## src/hw/rtl/tdsm_pkg.sv

```systemverilog
// Shared types, codes and glyph tables for the three-digit display multiplexer.
package tdsm_pkg;

  // Field widths
  localparam int VALUE_W    = 10;
  localparam int MODE_W     = 2;
  localparam int DIGIT_W    = 4;
  localparam int REM_W      = 7;
  localparam int SEG_W      = 7;
  localparam int EN_W       = 3;
  localparam int POS_W      = 2;
  localparam int IDX_W      = 2;
  localparam int IN_DATA_W  = 16;
  localparam int OUT_DATA_W = 16;

  // Largest number the display can show
  localparam logic [VALUE_W-1:0] MAX_SHOWN = 10'd999;

  // Item kinds carried in tuser
  localparam logic KIND_TICK = 1'b0;
  localparam logic KIND_LOAD = 1'b1;

  // Display modes
  localparam logic [MODE_W-1:0] MODE_NUMERIC = 2'd0;
  localparam logic [MODE_W-1:0] MODE_SP1     = 2'd1;
  localparam logic [MODE_W-1:0] MODE_SP2     = 2'd2;
  localparam logic [MODE_W-1:0] MODE_REC     = 2'd3;

  // Position register codes (zero is never reached and acts as units)
  localparam logic [POS_W-1:0] POS_UNITS    = 2'd1;
  localparam logic [POS_W-1:0] POS_TENS     = 2'd2;
  localparam logic [POS_W-1:0] POS_HUNDREDS = 2'd3;

  // Digit index codes
  localparam logic [IDX_W-1:0] IDX_UNITS    = 2'd0;
  localparam logic [IDX_W-1:0] IDX_TENS     = 2'd1;
  localparam logic [IDX_W-1:0] IDX_HUNDREDS = 2'd2;

  // Active-low segments, all dark
  localparam logic [SEG_W-1:0] SEG_BLANK = 7'h7F;

  typedef struct packed {
    logic [DIGIT_W-1:0] hundreds;
    logic [DIGIT_W-1:0] tens;
    logic [DIGIT_W-1:0] units;
  } digits_t;

  // Map a decimal digit to active-low segments; anything above nine is blank
  function automatic logic [SEG_W-1:0] digit_glyph(input logic [DIGIT_W-1:0] d);
    logic [SEG_W-1:0] g;
    unique case (d)
      4'd0:    g = 7'h40;
      4'd1:    g = 7'h79;
      4'd2:    g = 7'h24;
      4'd3:    g = 7'h30;
      4'd4:    g = 7'h19;
      4'd5:    g = 7'h12;
      4'd6:    g = 7'h02;
      4'd7:    g = 7'h78;
      4'd8:    g = 7'h00;
      4'd9:    g = 7'h18;
      default: g = SEG_BLANK;
    endcase
    return g;
  endfunction

  // Map a word mode and a digit index to a fixed letter or numeral
  function automatic logic [SEG_W-1:0] word_glyph(input logic [MODE_W-1:0] m,
                                                  input logic [IDX_W-1:0]  idx);
    logic [SEG_W-1:0] g;
    g = SEG_BLANK;
    unique case (m)
      MODE_SP1: begin
        unique case (idx)
          IDX_UNITS:    g = 7'h79;
          IDX_TENS:     g = 7'h0C;
          IDX_HUNDREDS: g = 7'h12;
          default:      g = SEG_BLANK;
        endcase
      end
      MODE_SP2: begin
        unique case (idx)
          IDX_UNITS:    g = 7'h24;
          IDX_TENS:     g = 7'h0C;
          IDX_HUNDREDS: g = 7'h12;
          default:      g = SEG_BLANK;
        endcase
      end
      MODE_REC: begin
        unique case (idx)
          IDX_UNITS:    g = 7'h46;
          IDX_TENS:     g = 7'h06;
          IDX_HUNDREDS: g = 7'h4E;
          default:      g = SEG_BLANK;
        endcase
      end
      default: g = SEG_BLANK;
    endcase
    return g;
  endfunction

endpackage

```

## src/hw/rtl/tdsm_digit_split.sv

```systemverilog
// Saturates a load value to 999 and splits it into decimal digits.
module tdsm_digit_split (
  input  logic [tdsm_pkg::VALUE_W-1:0] value,
  output tdsm_pkg::digits_t            digits
);

  localparam int VW = tdsm_pkg::VALUE_W;
  localparam int DW = tdsm_pkg::DIGIT_W;
  localparam int RW = tdsm_pkg::REM_W;

  logic [VW-1:0] sat;
  logic [VW-1:0] hund_base;
  logic [DW-1:0] hund;
  logic [RW-1:0] rem;
  logic [RW-1:0] tens_base;
  logic [DW-1:0] tens;
  logic [RW-1:0] units_wide;

  // Compare against each hundred and each ten in parallel, then subtract
  always_comb begin
    sat = (value > tdsm_pkg::MAX_SHOWN) ? tdsm_pkg::MAX_SHOWN : value;
    hund      = '0;
    hund_base = '0;
    for (int k = 1; k < 10; k++) begin
      if (sat >= VW'(k * 100)) begin
        hund      = DW'(k);
        hund_base = VW'(k * 100);
      end
    end
    rem = RW'(sat - hund_base);
    tens      = '0;
    tens_base = '0;
    for (int k = 1; k < 10; k++) begin
      if (rem >= RW'(k * 10)) begin
        tens      = DW'(k);
        tens_base = RW'(k * 10);
      end
    end
    units_wide = rem - tens_base;
  end

  assign digits.hundreds = hund;
  assign digits.tens     = tens;
  assign digits.units    = units_wide[DW-1:0];

endmodule

```

## src/hw/rtl/three_digit_seven_segment_mux_unit.sv

```systemverilog
// Three-digit seven-segment display multiplexer: top level.
// A tick item's result appears in the output register in the cycle after the item is accepted.
// Throughput: one item per cycle while the output register is not held by m_tready; a load item gives no result.
// The input stays ready while the output register is empty or being drained.
// Reset (rst, synchronous, active high): position units, digits zero, numeric mode,
// output register empty.
module three_digit_seven_segment_mux_unit (
  input  logic                               clk,
  input  logic                               rst,
  input  logic                               s_tvalid,
  output logic                               s_tready,
  input  logic [tdsm_pkg::IN_DATA_W-1:0]     s_tdata,  // value[9:0], mode[11:10], zero pad
  input  logic                               s_tuser,  // kind: 0 tick, 1 load
  output logic                               m_tvalid,
  input  logic                               m_tready,
  output logic [tdsm_pkg::OUT_DATA_W-1:0]    m_tdata   // segments[6:0], digit_enable[9:7], pad
);

  localparam int VW = tdsm_pkg::VALUE_W;
  localparam int MW = tdsm_pkg::MODE_W;
  localparam int SW = tdsm_pkg::SEG_W;
  localparam int EW = tdsm_pkg::EN_W;

  logic                        accept;
  logic [VW-1:0]               in_value;
  logic [MW-1:0]               in_mode;
  tdsm_pkg::digits_t           load_digits;
  tdsm_pkg::digits_t           digits;
  logic [MW-1:0]               shown_mode;
  logic [tdsm_pkg::POS_W-1:0]  position;
  logic [tdsm_pkg::POS_W-1:0]  position_next;
  logic [tdsm_pkg::IDX_W-1:0]  idx;
  logic [tdsm_pkg::DIGIT_W-1:0] cur_digit;
  logic [SW-1:0]               seg_next;
  logic [EW-1:0]               en_next;
  logic [SW-1:0]               seg_q;
  logic [EW-1:0]               en_q;

  // Unpack the input item
  assign in_value = s_tdata[VW-1:0];
  assign in_mode  = s_tdata[VW+MW-1:VW];

  // Take a new item whenever the output register is free or draining
  assign s_tready = !m_tvalid || m_tready;
  assign accept   = s_tvalid && s_tready;

  tdsm_digit_split u_split (
    .value  (in_value),
    .digits (load_digits)
  );

  // Decode the position into a digit index and pick the next position
  always_comb begin
    unique case (position)
      tdsm_pkg::POS_TENS: begin
        idx           = tdsm_pkg::IDX_TENS;
        cur_digit     = digits.tens;
        position_next = tdsm_pkg::POS_HUNDREDS;
        en_next       = 3'b010;
      end
      tdsm_pkg::POS_HUNDREDS: begin
        idx           = tdsm_pkg::IDX_HUNDREDS;
        cur_digit     = digits.hundreds;
        position_next = tdsm_pkg::POS_UNITS;
        en_next       = 3'b100;
      end
      default: begin
        idx           = tdsm_pkg::IDX_UNITS;
        cur_digit     = digits.units;
        position_next = tdsm_pkg::POS_TENS;
        en_next       = 3'b001;
      end
    endcase
  end

  // Select the glyph for the current position
  assign seg_next = (shown_mode == tdsm_pkg::MODE_NUMERIC) ?
                    tdsm_pkg::digit_glyph(cur_digit) :
                    tdsm_pkg::word_glyph(shown_mode, idx);

  // Update display state and the output valid flag
  always_ff @(posedge clk) begin
    if (rst) begin
      position   <= tdsm_pkg::POS_UNITS;
      digits     <= '0;
      shown_mode <= tdsm_pkg::MODE_NUMERIC;
      m_tvalid   <= 1'b0;
    end else begin
      if (m_tvalid && m_tready) begin
        m_tvalid <= 1'b0;
      end
      if (accept) begin
        if (s_tuser == tdsm_pkg::KIND_LOAD) begin
          digits     <= load_digits;
          shown_mode <= in_mode;
        end else begin
          position <= position_next;
          m_tvalid <= 1'b1;
        end
      end
    end
  end

  // Capture the result of a tick item
  always_ff @(posedge clk) begin
    if (accept && (s_tuser == tdsm_pkg::KIND_TICK)) begin
      seg_q <= seg_next;
      en_q  <= en_next;
    end
  end

  assign m_tdata = {{(tdsm_pkg::OUT_DATA_W - SW - EW){1'b0}}, en_q, seg_q};

endmodule
```

## config.mk

```make
export PLATFORM = sky130hd
export DESIGN_NAME = three_digit_seven_segment_mux_unit
export DESIGN_NICKNAME = d
export VERILOG_FILES = /design/src/hw/rtl/tdsm_pkg.sv /design/src/hw/rtl/tdsm_digit_split.sv /design/src/hw/rtl/three_digit_seven_segment_mux_unit.sv
export SDC_FILE = /design/constraint.sdc
export NUM_CORES = 1
export LEC_CHECK = 0
export ABC_CLOCK_PERIOD_IN_PS = 7100
export BUFFER_PORTS_ARGS = -buffer_cell sky130_fd_sc_hd__buf_4
export CAP_MARGIN = 15
export CORE_UTILIZATION = 59
export CTS_BUF_LIST = sky130_fd_sc_hd__clkbuf_2
export DETAILED_ROUTE_END_ITERATION = 16
export HOLD_SLACK_MARGIN = 0.1
export PLACE_DENSITY = 0.81
export SKIP_LAST_GASP = 1
export SLEW_MARGIN = 40
export SYNTH_ARGS = -nofsm -noshare
export SYNTH_HDL_FRONTEND = slang
export SYNTH_SLANG_ARGS = --single-unit
export TNS_END_PERCENT = 100
```

## constraint.sdc

```tcl
create_clock -name clk -period 7.1 [get_ports clk]
set_input_delay 1.065 -clock clk [delete_from_list [all_inputs] [get_ports clk]]
set_output_delay 1.065 -clock clk [all_outputs]
set_load 0.03 [all_outputs]
```

==> results of run 1 <==
==> cell families (layout without fill, tap and decap cells) <==
group	Yosys count	in the layout
AOI/OAI and AO/OA	95	95
xor gates and xnor gates	5	5
adders and majority gates	14	14
buffers and inverters	38	44
DFF	27	27
muxes	7	7
other	1	6
and+or+nand+nor	108	108
==> layer usage <==
metal	wire (um)	vias to the layer above	GRT usage [%]
met4	40	0	4.44
met2	2130	65	39.9
li1	-	1093	-
met1	2370	958	34.4
met5	0	-	0
met3	274	4	3.93
==> synthesized netlist by cell type, types with 2 or more instances <==
master and number:
o211ai_1 4, o31ai_1 3, a211o_1 4, o21ai_1 4, nand3_1 4, nor2b_1 6, nor4_1 4, o311a_1 2
a211oi_1 6, inv_1 12, nand3b_1 2, a311oi_1 2, a31oi_1 2, nor2_1 34, edfxtp_1 10, and2_1 5
buf_1 2, or2_1 3, nand2b_1 2, a21oi_1 24, buf_4 6, o311ai_0 2, nor3_1 8, nand2_1 28
o21ai_0 19, buf_2 3, a41oi_1 2, a22oi_1 3, or3_1 4, dfxtp_1 17, xnor2_1 4, mux2i_1 7
o21a_1 2, a21o_1 2, fa_1 2, ha_1 11, clkbuf_1 15
==> layout by cell type (no fill, tap or decap), types with 4 or more instances in the layout <==
cell	n
a211o_1	4
a211oi_1	6
a21oi_1	24
and2_1	5
buf_4	28
conb_1	6
dfxtp_1	17
edfxtp_1	10
ha_1	11
inv_1	12
mux2i_1	7
nand2_1	28
nand3_1	4
nor2_1	34
nor2b_1	6
nor3_1	8
nor4_1	4
o211ai_1	4
o21ai_0	19
o21ai_1	4
or3_1	4
==> sequential cells by signal, summed over array words and instances (netlist names) <==
signal and count:
shown_mode 2, seg_q 7, en_q 3, digits 12, m_tvalid 1, position 2
==> final timing paths <==
kind	from	to	slack, ns	depth (start not counted)
setup / recovery	s_tdata[5]	digits[3]	1.63	22
hold / removal	digits[4]	digits[4]	0.48	2
setup reg to reg	position[0]	seg_q[3]	3.80	11
hold reg to reg	digits[4]	digits[4]	0.48	2
==> worst max-delay path, delay by kind of cell <==
kind / cells / cell delay [ns]
compound gates: 12 / 2.47
fa+ha+maj: 4 / 1.21
buf+inv: 2 / 0.22
simple gates: 4 / 0.80
==> where the power goes <==
group / internal (W) / switching [W]
Clock: 0.0000131 / 0.0000451
Combinational: 0.0000913 / 0.000139
Sequential: 0.000177 / 0.00000966
Total: 0.000282 / 0.000194
==> per-stage QoR <==
stage | instance area, um2 | setup slack (ns) | power, W
global route | 2480 | 1.30 | 0.000512
detailed placement | 2460 | 1.31 | 0.000417
CTS | 2480 | 1.69 | 0.000474
finish | 2480 | 1.63 | 0.000475
floorplan | 2300 | 1.88 | 0.000369
global placement | 2450 | 1.36 | 0.000411
==> final cells by class <==
| cell class | instances | share of cell area (%) |
|---|---|---|
| inverters | 12 | 1.82 |
| repair buffers | 28 | 8.47 |
| multi-input cells | 235 | 60.6 |
| well taps | 48 | 2.42 |
| clock inverters | 1 | 0.303 |
| flip-flops and latches | 27 | 25.8 |
| clock buffers | 3 | 0.605 |
==> impl_metrics.env, run 1 <==
export IMPL_post_cts_resized=0
export IMPL_rsz0062_at_grt="no"
export IMPL_wl_mm=4.82
export IMPL_setup_tns_ns=0
export IMPL_grt_max_degree=20
export IMPL_worst_path_max_fanout=15
export IMPL_ys_flop_type="dfxtp_1"
export IMPL_grt_pass1_wl_mm=8.20
export IMPL_dp_hpwl_mm=3.57
export IMPL_cts_setup_buffers=0
export IMPL_antenna_cells=0
export IMPL_ios=39
export IMPL_rows=22
export IMPL_clock_sinks=27
export IMPL_nFillCells=335
export IMPL_area_delta_synth_final_pct=8.54
export IMPL_crit_type="input port to register"
export IMPL_p_leak_nw=0.975
export IMPL_max_slew_worst_pin_slew_ns=0.672
export IMPL_period_needed_ns=5.47
export IMPL_hold_class="register to register"
export IMPL_ys_seq_area_share_pct=28.0
export IMPL_slew_violations=0
export IMPL_synthDistinctLibCells=62
export IMPL_power_density_nw_per_um2=191
export IMPL_yosys_register_bits=27
export IMPL_critPathMaxStageDelay_ns=0.43
export IMPL_synth_xor_area_share_pct=1.92
export IMPL_synthCells=295
export IMPL_ys_async_sr_fraction_pct=0
export IMPL_clk_latency_ns=0.36
export IMPL_skew_ns=0.00786
export IMPL_gp_congestion=0.858
export IMPL_drt_vias_per_instance=5.99
export IMPL_synth_area_leaders="dfxtp_1 (15%), edfxtp_1 (13%), ha_1 (6.0%)"
export IMPL_cp_start_kind="input port"
export IMPL_core_area_um2=3690
export IMPL_htreeDepth=1
export IMPL_hold_violations=0
export IMPL_dieArea_um2=4130
export IMPL_status="completed"
export IMPL_setup_viol=0
export IMPL_period_share_pct=77.1
export IMPL_postSynthAreaPerCell_um2=7.75
export IMPL_max_cap_violations=0
export IMPL_grt_pass1_vias=1857
export IMPL_syn_area_um2=2290
export IMPL_track_usage_pct=24.6
export IMPL_synth_top_area_share_pct=14.9
export IMPL_synthSimpleGateAreaFrac_pct=23.0
export IMPL_grt_overflow_total=0
export IMPL_fp_dieW_um=64.2
export IMPL_cts_hold_buffers_added=0
export IMPL_start_util_pct=62.0
export IMPL_dp_cells=350
export IMPL_critPathCaptureType="register"
export IMPL_synth_area_leader_cell="dfxtp_1"
export IMPL_relSlewSlack_pct=55.2
export IMPL_crit_slowest_cell="fa_1"
export IMPL_ys_warn_count=0
export IMPL_crit_path_cell_trace="buf_4, o311ai_1, o211ai_1, o2bb2ai_2, nor2_1, o21ai_0, nand2_1, o21ai_0, ha_1, inv_1, fa_1, a21o_1, o221ai_1, o21ai_1, o21a_1, nor2_1, a41oi_1, o211a_1, ha_1, fa_1, or3_1, o211ai_1"
export IMPL_crit_required_ns=7.40
export IMPL_clockBufferDepth=2
export IMPL_antenna_found_initial=0
export IMPL_cts_buffers=3
export IMPL_final_antenna_net_count=0
export IMPL_drc_errors=0
export IMPL_synth_top_family_by_area="compound AO/OA/AOI/OAI gates"
export IMPL_nNetsFinal=341
export IMPL_ff_latch_area_um2=641
export IMPL_vdd_drop_max_v=0.000183
export IMPL_io_buffers=28
export IMPL_synthAdderAreaFrac_pct=8.21
export IMPL_drive_gt1_share_pct=12.4
export IMPL_synth_mux_area_share_pct=3.07
export IMPL_synth_edf_count=10
export IMPL_multiInputGateArea_um2=1500
export IMPL_tritoncts="yes"
export IMPL_synth_compound_area_share_pct=28.2
export IMPL_fp_dieH_um=64.2
export IMPL_cts_root_buf="clkbuf_2"
export IMPL_clk_pin_slew_ns=0.24
export IMPL_arrival_ns=5.78
export IMPL_drtIter0Drc=164
export IMPL_firstDrtPassIters=4
export IMPL_instances_no_fill=354
export IMPL_wire_per_inst_um=13.6
export IMPL_fmax_mhz=183
export IMPL_final_util_pct=67.3
export IMPL_whs_ns=0.477
export IMPL_num_vias=2120
(Power assumes the default switching activity.)
==> inputs of run 2 (changes only) <==
--- a/config.mk
+++ b/config.mk
@@ -5,7 +5,7 @@
 export SDC_FILE = /design/constraint.sdc
 export NUM_CORES = 1
 export LEC_CHECK = 0
-export ABC_CLOCK_PERIOD_IN_PS = 7100
+export ABC_CLOCK_PERIOD_IN_PS = 5600
 export BUFFER_PORTS_ARGS = -buffer_cell sky130_fd_sc_hd__buf_4
 export CAP_MARGIN = 15
 export CORE_UTILIZATION = 59
==> constraint.sdc (replaced) <==
create_clock -name clk -period 5.6 [get_ports clk]
set_input_delay 0.84 -clock clk [delete_from_list [all_inputs] [get_ports clk]]
set_output_delay 0.84 -clock clk [all_outputs]
set_load 0.03 [all_outputs]
==> run 2 against run 1 <==
Cell count increased by 0.28%. Power increased by 27%. Utilization grew 0.20 points. Clock skew grew 0.0046 ns. Sequential share of layout area decreased by 0.078 points. Clock power up 25%. Cell area rose by 0.30%. Setup slack got worse by 1.1 ns. Highest routed layer unchanged.
==> impl_metrics.env, run 2 (synthesis results as in run 1) <==
export IMPL_area_delta_synth_final_pct=8.87
export IMPL_track_usage_pct=24.6
export IMPL_multiInputGateArea_um2=1500
export IMPL_clock_sinks=27
export IMPL_post_route_cell_area_um2=2490
export IMPL_nFillCells=345
export IMPL_dp_cells=351
export IMPL_setup_viol=0
export IMPL_gp_congestion=0.900
export IMPL_drt_vias_per_instance=6.04
export IMPL_grt_pass1_vias=1891
export IMPL_nNetsFinal=342
export IMPL_skew_ns=0.0124
export IMPL_wl_mm=4.82
export IMPL_rows=22
export IMPL_placed_area_um2=2470
export IMPL_worst_path_max_fanout=15
export IMPL_r2r_cells=11
export IMPL_p_total_w=0.000601
export IMPL_grt_overflow_total=0
export IMPL_r2r_end="seg_q[3]"
export IMPL_dp_hpwl_mm=3.55
export IMPL_slew_violations=0
export IMPL_hold_depth=2
export IMPL_crit_required_ns=5.90
export IMPL_grt_max_degree=20
export IMPL_wire_per_inst_um=13.6
export IMPL_cts_setup_buffers=0
export IMPL_final_util_pct=67.5
export IMPL_fp_dieH_um=64.2
export IMPL_final_antenna_net_count=0
export IMPL_final_common_cell="nor2_1"
export IMPL_cp_start_kind="input port"
export IMPL_antenna_cells=0
export IMPL_crit_type="input port to register"
export IMPL_hold_violations=0
export IMPL_start_util_pct=62.0
export IMPL_grt_pass1_wl_mm=8.22
export IMPL_tritoncts="yes"
export IMPL_post_cts_resized=0
export IMPL_max_cap_violations=0
export IMPL_max_slew_worst_pin_slew_ns=0.640
export IMPL_hold_class="register to register"
export IMPL_top_regs="digits x12, seg_q x7, en_q x3"
export IMPL_arrival_ns=5.41
export IMPL_rrSetupSlack_ns=2.22
export IMPL_clk_latency_ns=0.36
export IMPL_firstDrtPassIters=4
export IMPL_rsz0062_at_grt="no"
export IMPL_regMostFlops="digits"
export IMPL_num_vias=2143
export IMPL_vdd_drop_max_v=0.000169
export IMPL_drive_gt1_share_pct=12.7
export IMPL_fp_dieW_um=64.2
export IMPL_ff_latch_area_um2=641
export IMPL_p_leak_nw=0.979
export IMPL_core_area_um2=3690
export IMPL_largest_reg_flops=12
export IMPL_clockBufferDepth=2
export IMPL_critPathCaptureType="register"
export IMPL_setup_tns_ns=0
export IMPL_cts_buffers=3
export IMPL_cts_root_buf="clkbuf_2"
export IMPL_cts_hold_buffers_added=0
export IMPL_layout_common_cells="nor2_1 (34), buf_4 (29), nand2_1 (28)"
export IMPL_htreeDepth=1
export IMPL_status="completed"
export IMPL_drtIter0Drc=254
export IMPL_period_needed_ns=5.11
export IMPL_antenna_found_initial=0
export IMPL_instances_no_fill=355
export IMPL_period_share_pct=91.3
export IMPL_holdCritStartpoint="digits[4]"
export IMPL_dieArea_um2=4130
export IMPL_relSlewSlack_pct=57.3
export IMPL_power_density_nw_per_um2=242
export IMPL_clk_pin_slew_ns=0.23
export IMPL_r2r_start="position[0]"
export IMPL_hold_end="digits[4]"
export IMPL_ios=39
export IMPL_fmax_mhz=196
export IMPL_drc_errors=0
export IMPL_io_buffers=28
==> run 2: cell types whose count changed in the layout (fill, tap and decap cells not counted), sizes merged <==
| cell | before | now |
|---|---|---|
| buf | 28 | 29 |
==> run 2: how the worst max path moves through the flow <==
stage                     startpoint         to  slack [ns]
after floorplan           s_tdata[5]  digits[3]        0.60
after global placement    s_tdata[5]  digits[3]        0.19
after detailed placement  s_tdata[5]  digits[3]        0.13
after CTS                 s_tdata[5]  digits[3]        0.53
after global routing      s_tdata[5]  digits[3]       0.004
final                     s_tdata[5]  digits[3]        0.49
==> run 2: layer usage <==
| layer | vias up | track usage (%) | part of all wire (%) |
|---|---|---|---|
| met5 | - | 0 | 0 |
| met4 | 0 | 4.44 | 0.46 |
| met3 | 4 | 5.00 | 6.7 |
| met2 | 74 | 40.1 | 45 |
| met1 | 975 | 33.6 | 48 |
| li1 | 1090 | - | - |
==> run 2: cell type report <==
type / count / share of cell area (%)
clock buffers: 3 / 0.603
flip-flops and latches: 27 / 25.7
multi-input cells: 235 / 60.4
clock inverters: 1 / 0.302
inverters: 12 / 1.81
repair buffers: 29 / 8.75
well taps: 48 / 2.41
==> run 2: through the flow <==
| step | hold WS (ns) | worst slack, ns |
|---|---|---|
| 6_report | 0.483 | 0.488 |
| 5_1_grt | 0.503 | 0.00390 |
| 4_1_cts | 0.483 | 0.533 |
| 3_5_place_dp | 0.458 | 0.135 |
| 3_3_place_gp | 0.446 | 0.193 |
| 2_1_floorplan | 0.436 | 0.602 |
==> run 2: where the power goes <==
part	leakage [nW]	switching, W	internal [W]
Clock	0.0126	0.0000559	0.0000166
Sequential	0.234	0.0000119	0.000225
Combinational	0.732	0.000176	0.000116
Total	0.979	0.000244	0.000357
==> run 2: critical path: stages <==
cell	delay [ns]
buf_4	0.16
o311ai_1	0.36
o211ai_1	0.16
o2bb2ai_2	0.24
nor2_1	0.06
o21ai_0	0.16
nand2_1	0.07
o21ai_0	0.12
ha_1	0.23
inv_1	0.05
fa_1	0.42
a21o_1	0.21
o221ai_1	0.16
o21ai_1	0.15
o21a_1	0.28
nor2_1	0.26
a41oi_1	0.20
o211a_1	0.19
ha_1	0.19
fa_1	0.38
or3_1	0.37
o211ai_1	0.15
==> inputs of run 3 (changes only) <==
--- a/config.mk
+++ b/config.mk
@@ -8,11 +8,11 @@
 export ABC_CLOCK_PERIOD_IN_PS = 5600
 export BUFFER_PORTS_ARGS = -buffer_cell sky130_fd_sc_hd__buf_4
 export CAP_MARGIN = 15
-export CORE_UTILIZATION = 59
+export CORE_UTILIZATION = 55
 export CTS_BUF_LIST = sky130_fd_sc_hd__clkbuf_2
 export DETAILED_ROUTE_END_ITERATION = 16
 export HOLD_SLACK_MARGIN = 0.1
-export PLACE_DENSITY = 0.81
+export PLACE_DENSITY = 0.76
 export SKIP_LAST_GASP = 1
 export SLEW_MARGIN = 40
 export SYNTH_ARGS = -nofsm -noshare
==> run 3 against run 2 <==
Setup slack better by 0.020 ns. Register-to-register slack improved by 0.10 ns. Combinational power about the same. Worst hold slack got worse by 0.0057 ns. Die area increased by 7.0%. Non-clock buffer count increased by 1. Cell count increased by 0.85%. Routed wire length is 0.71% higher. Sequential share of layout area is essentially flat. Largest power group unchanged.
==> impl_metrics.env, run 3 (synthesis results as in run 1) <==
export IMPL_cts_buffers=3
export IMPL_dieArea_um2=4420
export IMPL_crit_required_ns=5.91
export IMPL_clk_latency_ns=0.36
export IMPL_max_slew_worst_pin_slew_ns=0.771
export IMPL_antenna_found_initial=0
export IMPL_arrival_ns=5.40
export IMPL_crit_buf_inv=2
export IMPL_crit_path_cell_trace="buf_4, o311ai_1, o211ai_1, o2bb2ai_2, nor2_1, o21ai_0, nand2_1, o21ai_0, ha_1, inv_1, fa_1, a21o_1, o221ai_1, o21ai_1, o21a_1, nor2_1, a41oi_1, o211a_1, ha_1, fa_1, or3_1, o211ai_1"
export IMPL_post_cts_resized=0
export IMPL_skew_ns=0.00440
export IMPL_placed_area_um2=2470
export IMPL_period_share_pct=90.9
export IMPL_clk_pin_slew_ns=0.25
export IMPL_final_common_cell="nor2_1"
export IMPL_hold_class="register to register"
export IMPL_hold_depth=2
export IMPL_firstDrtPassIters=5
export IMPL_worst_path_max_fanout=15
export IMPL_wl_mm=4.85
export IMPL_setup_tns_ns=0
export IMPL_fmax_mhz=196
export IMPL_core_area_um2=4000
export IMPL_cp_start_kind="input port"
export IMPL_rsz0062_at_grt="no"
export IMPL_fp_dieW_um=66.5
export IMPL_max_cap_violations=0
export IMPL_relSlewSlack_pct=48.2
export IMPL_crit_family="compound AO/OA/AOI/OAI gates"
export IMPL_p_leak_nw=0.978
export IMPL_drive_gt1_share_pct=12.7
export IMPL_nNetsFinal=343
export IMPL_power_density_nw_per_um2=243
export IMPL_tritoncts="yes"
export IMPL_regMostFlops="digits"
export IMPL_area_delta_synth_final_pct=8.98
export IMPL_grt_pass1_vias=1787
export IMPL_grt_max_degree=20
export IMPL_gp_congestion=0.896
export IMPL_ios=39
export IMPL_cts_setup_buffers=0
export IMPL_critPathMaxStageDelay_ns=0.42
export IMPL_drtIter0Drc=143
export IMPL_cts_root_buf="clkbuf_2"
export IMPL_crit_type="input port to register"
export IMPL_grt_overflow_total=0
export IMPL_wire_per_inst_um=13.6
export IMPL_fp_dieH_um=66.5
export IMPL_crit_slowest_cell="fa_1"
export IMPL_setup_viol=0
export IMPL_post_route_cell_area_um2=2490
export IMPL_status="completed"
export IMPL_start_util_pct=57.1
export IMPL_grt_pass1_wl_mm=7.97
export IMPL_cts_hold_buffers_added=0
export IMPL_clock_sinks=27
export IMPL_dp_cells=354
export IMPL_critPathCaptureType="register"
export IMPL_track_usage_pct=23.3
export IMPL_drc_errors=0
export IMPL_hold_violations=0
export IMPL_period_needed_ns=5.09
export IMPL_r2r_cells=11
export IMPL_drt_vias_per_instance=5.99
export IMPL_final_antenna_net_count=0
export IMPL_antenna_cells=0
export IMPL_layout_common_cells="nor2_1 (34), buf_4 (30), nand2_1 (28)"
export IMPL_rows=23
export IMPL_io_buffers=28
export IMPL_path_depth=22
export IMPL_instances_no_fill=358
export IMPL_whs_ns=0.478
export IMPL_largest_reg_flops=12
export IMPL_num_vias=2143
export IMPL_htreeDepth=1
export IMPL_slew_violations=0
export IMPL_dp_hpwl_mm=3.69
export IMPL_vdd_drop_max_v=0.000155
export IMPL_clockBufferDepth=2
export IMPL_top_regs="digits x12, seg_q x7, en_q x3"
run 3: through the flow:
stage                     total power, W  util (%)  worst slack, ns
after floorplan                 0.000468         -            0.602
after global placement          0.000527      61.7            0.217
after detailed placement        0.000532      61.7            0.148
after CTS                       0.000606      62.3            0.543
after global routing            0.000655      62.3            0.186
final                           0.000605      62.3            0.508
run 3: worst min-delay path, delay by kind of cell, from the launching register on:
| kind | cells | cell delay (ns) |
|---|---|---|
| AO/OA/AOI/OAI | 1 | 0.05 |
| AND/OR/NAND/NOR | 1 | 0.05 |
| flip-flops | 1 | 0.37 |
run 3: path summary, 6_finish.rpt:
path	start	end	slack (ns)
setup / recovery	s_tdata[5]	digits[3]	0.51
hold / removal	digits[4]	digits[4]	0.48
setup reg to reg	position[0]	seg_q[3]	2.32
hold reg to reg	digits[4]	digits[4]	0.48
run 3: routing by layer:
metal	vias up	GRT usage [%]	part of all wire, %
li1	1090	-	-
met1	1002	32.9	50
met3	2	4.11	3.8
met4	0	2.39	0.29
met5	-	0	0
met2	49	38.1	46
run 3: area by class of cell:
type | count | area, um2
Clock buffer | 3 | 15.0
Sequential cell | 27 | 641
Timing Repair Buffer | 30 | 225
Inverter | 12 | 45.0
Multi-Input combinational cell | 235 | 1500
Clock inverter | 1 | 7.51
Tap cell | 50 | 62.6
Fill cell | 375 | 1510
run 3: power by group:
part	switching, W	internal, W	leakage, nW	total [W]
Clock	0.0000584	0.0000166	0.0126	0.0000750
Combinational	0.000176	0.000118	0.731	0.000293
Sequential	0.0000124	0.000225	0.234	0.000237
Total	0.000246	0.000359	0.978	0.000605
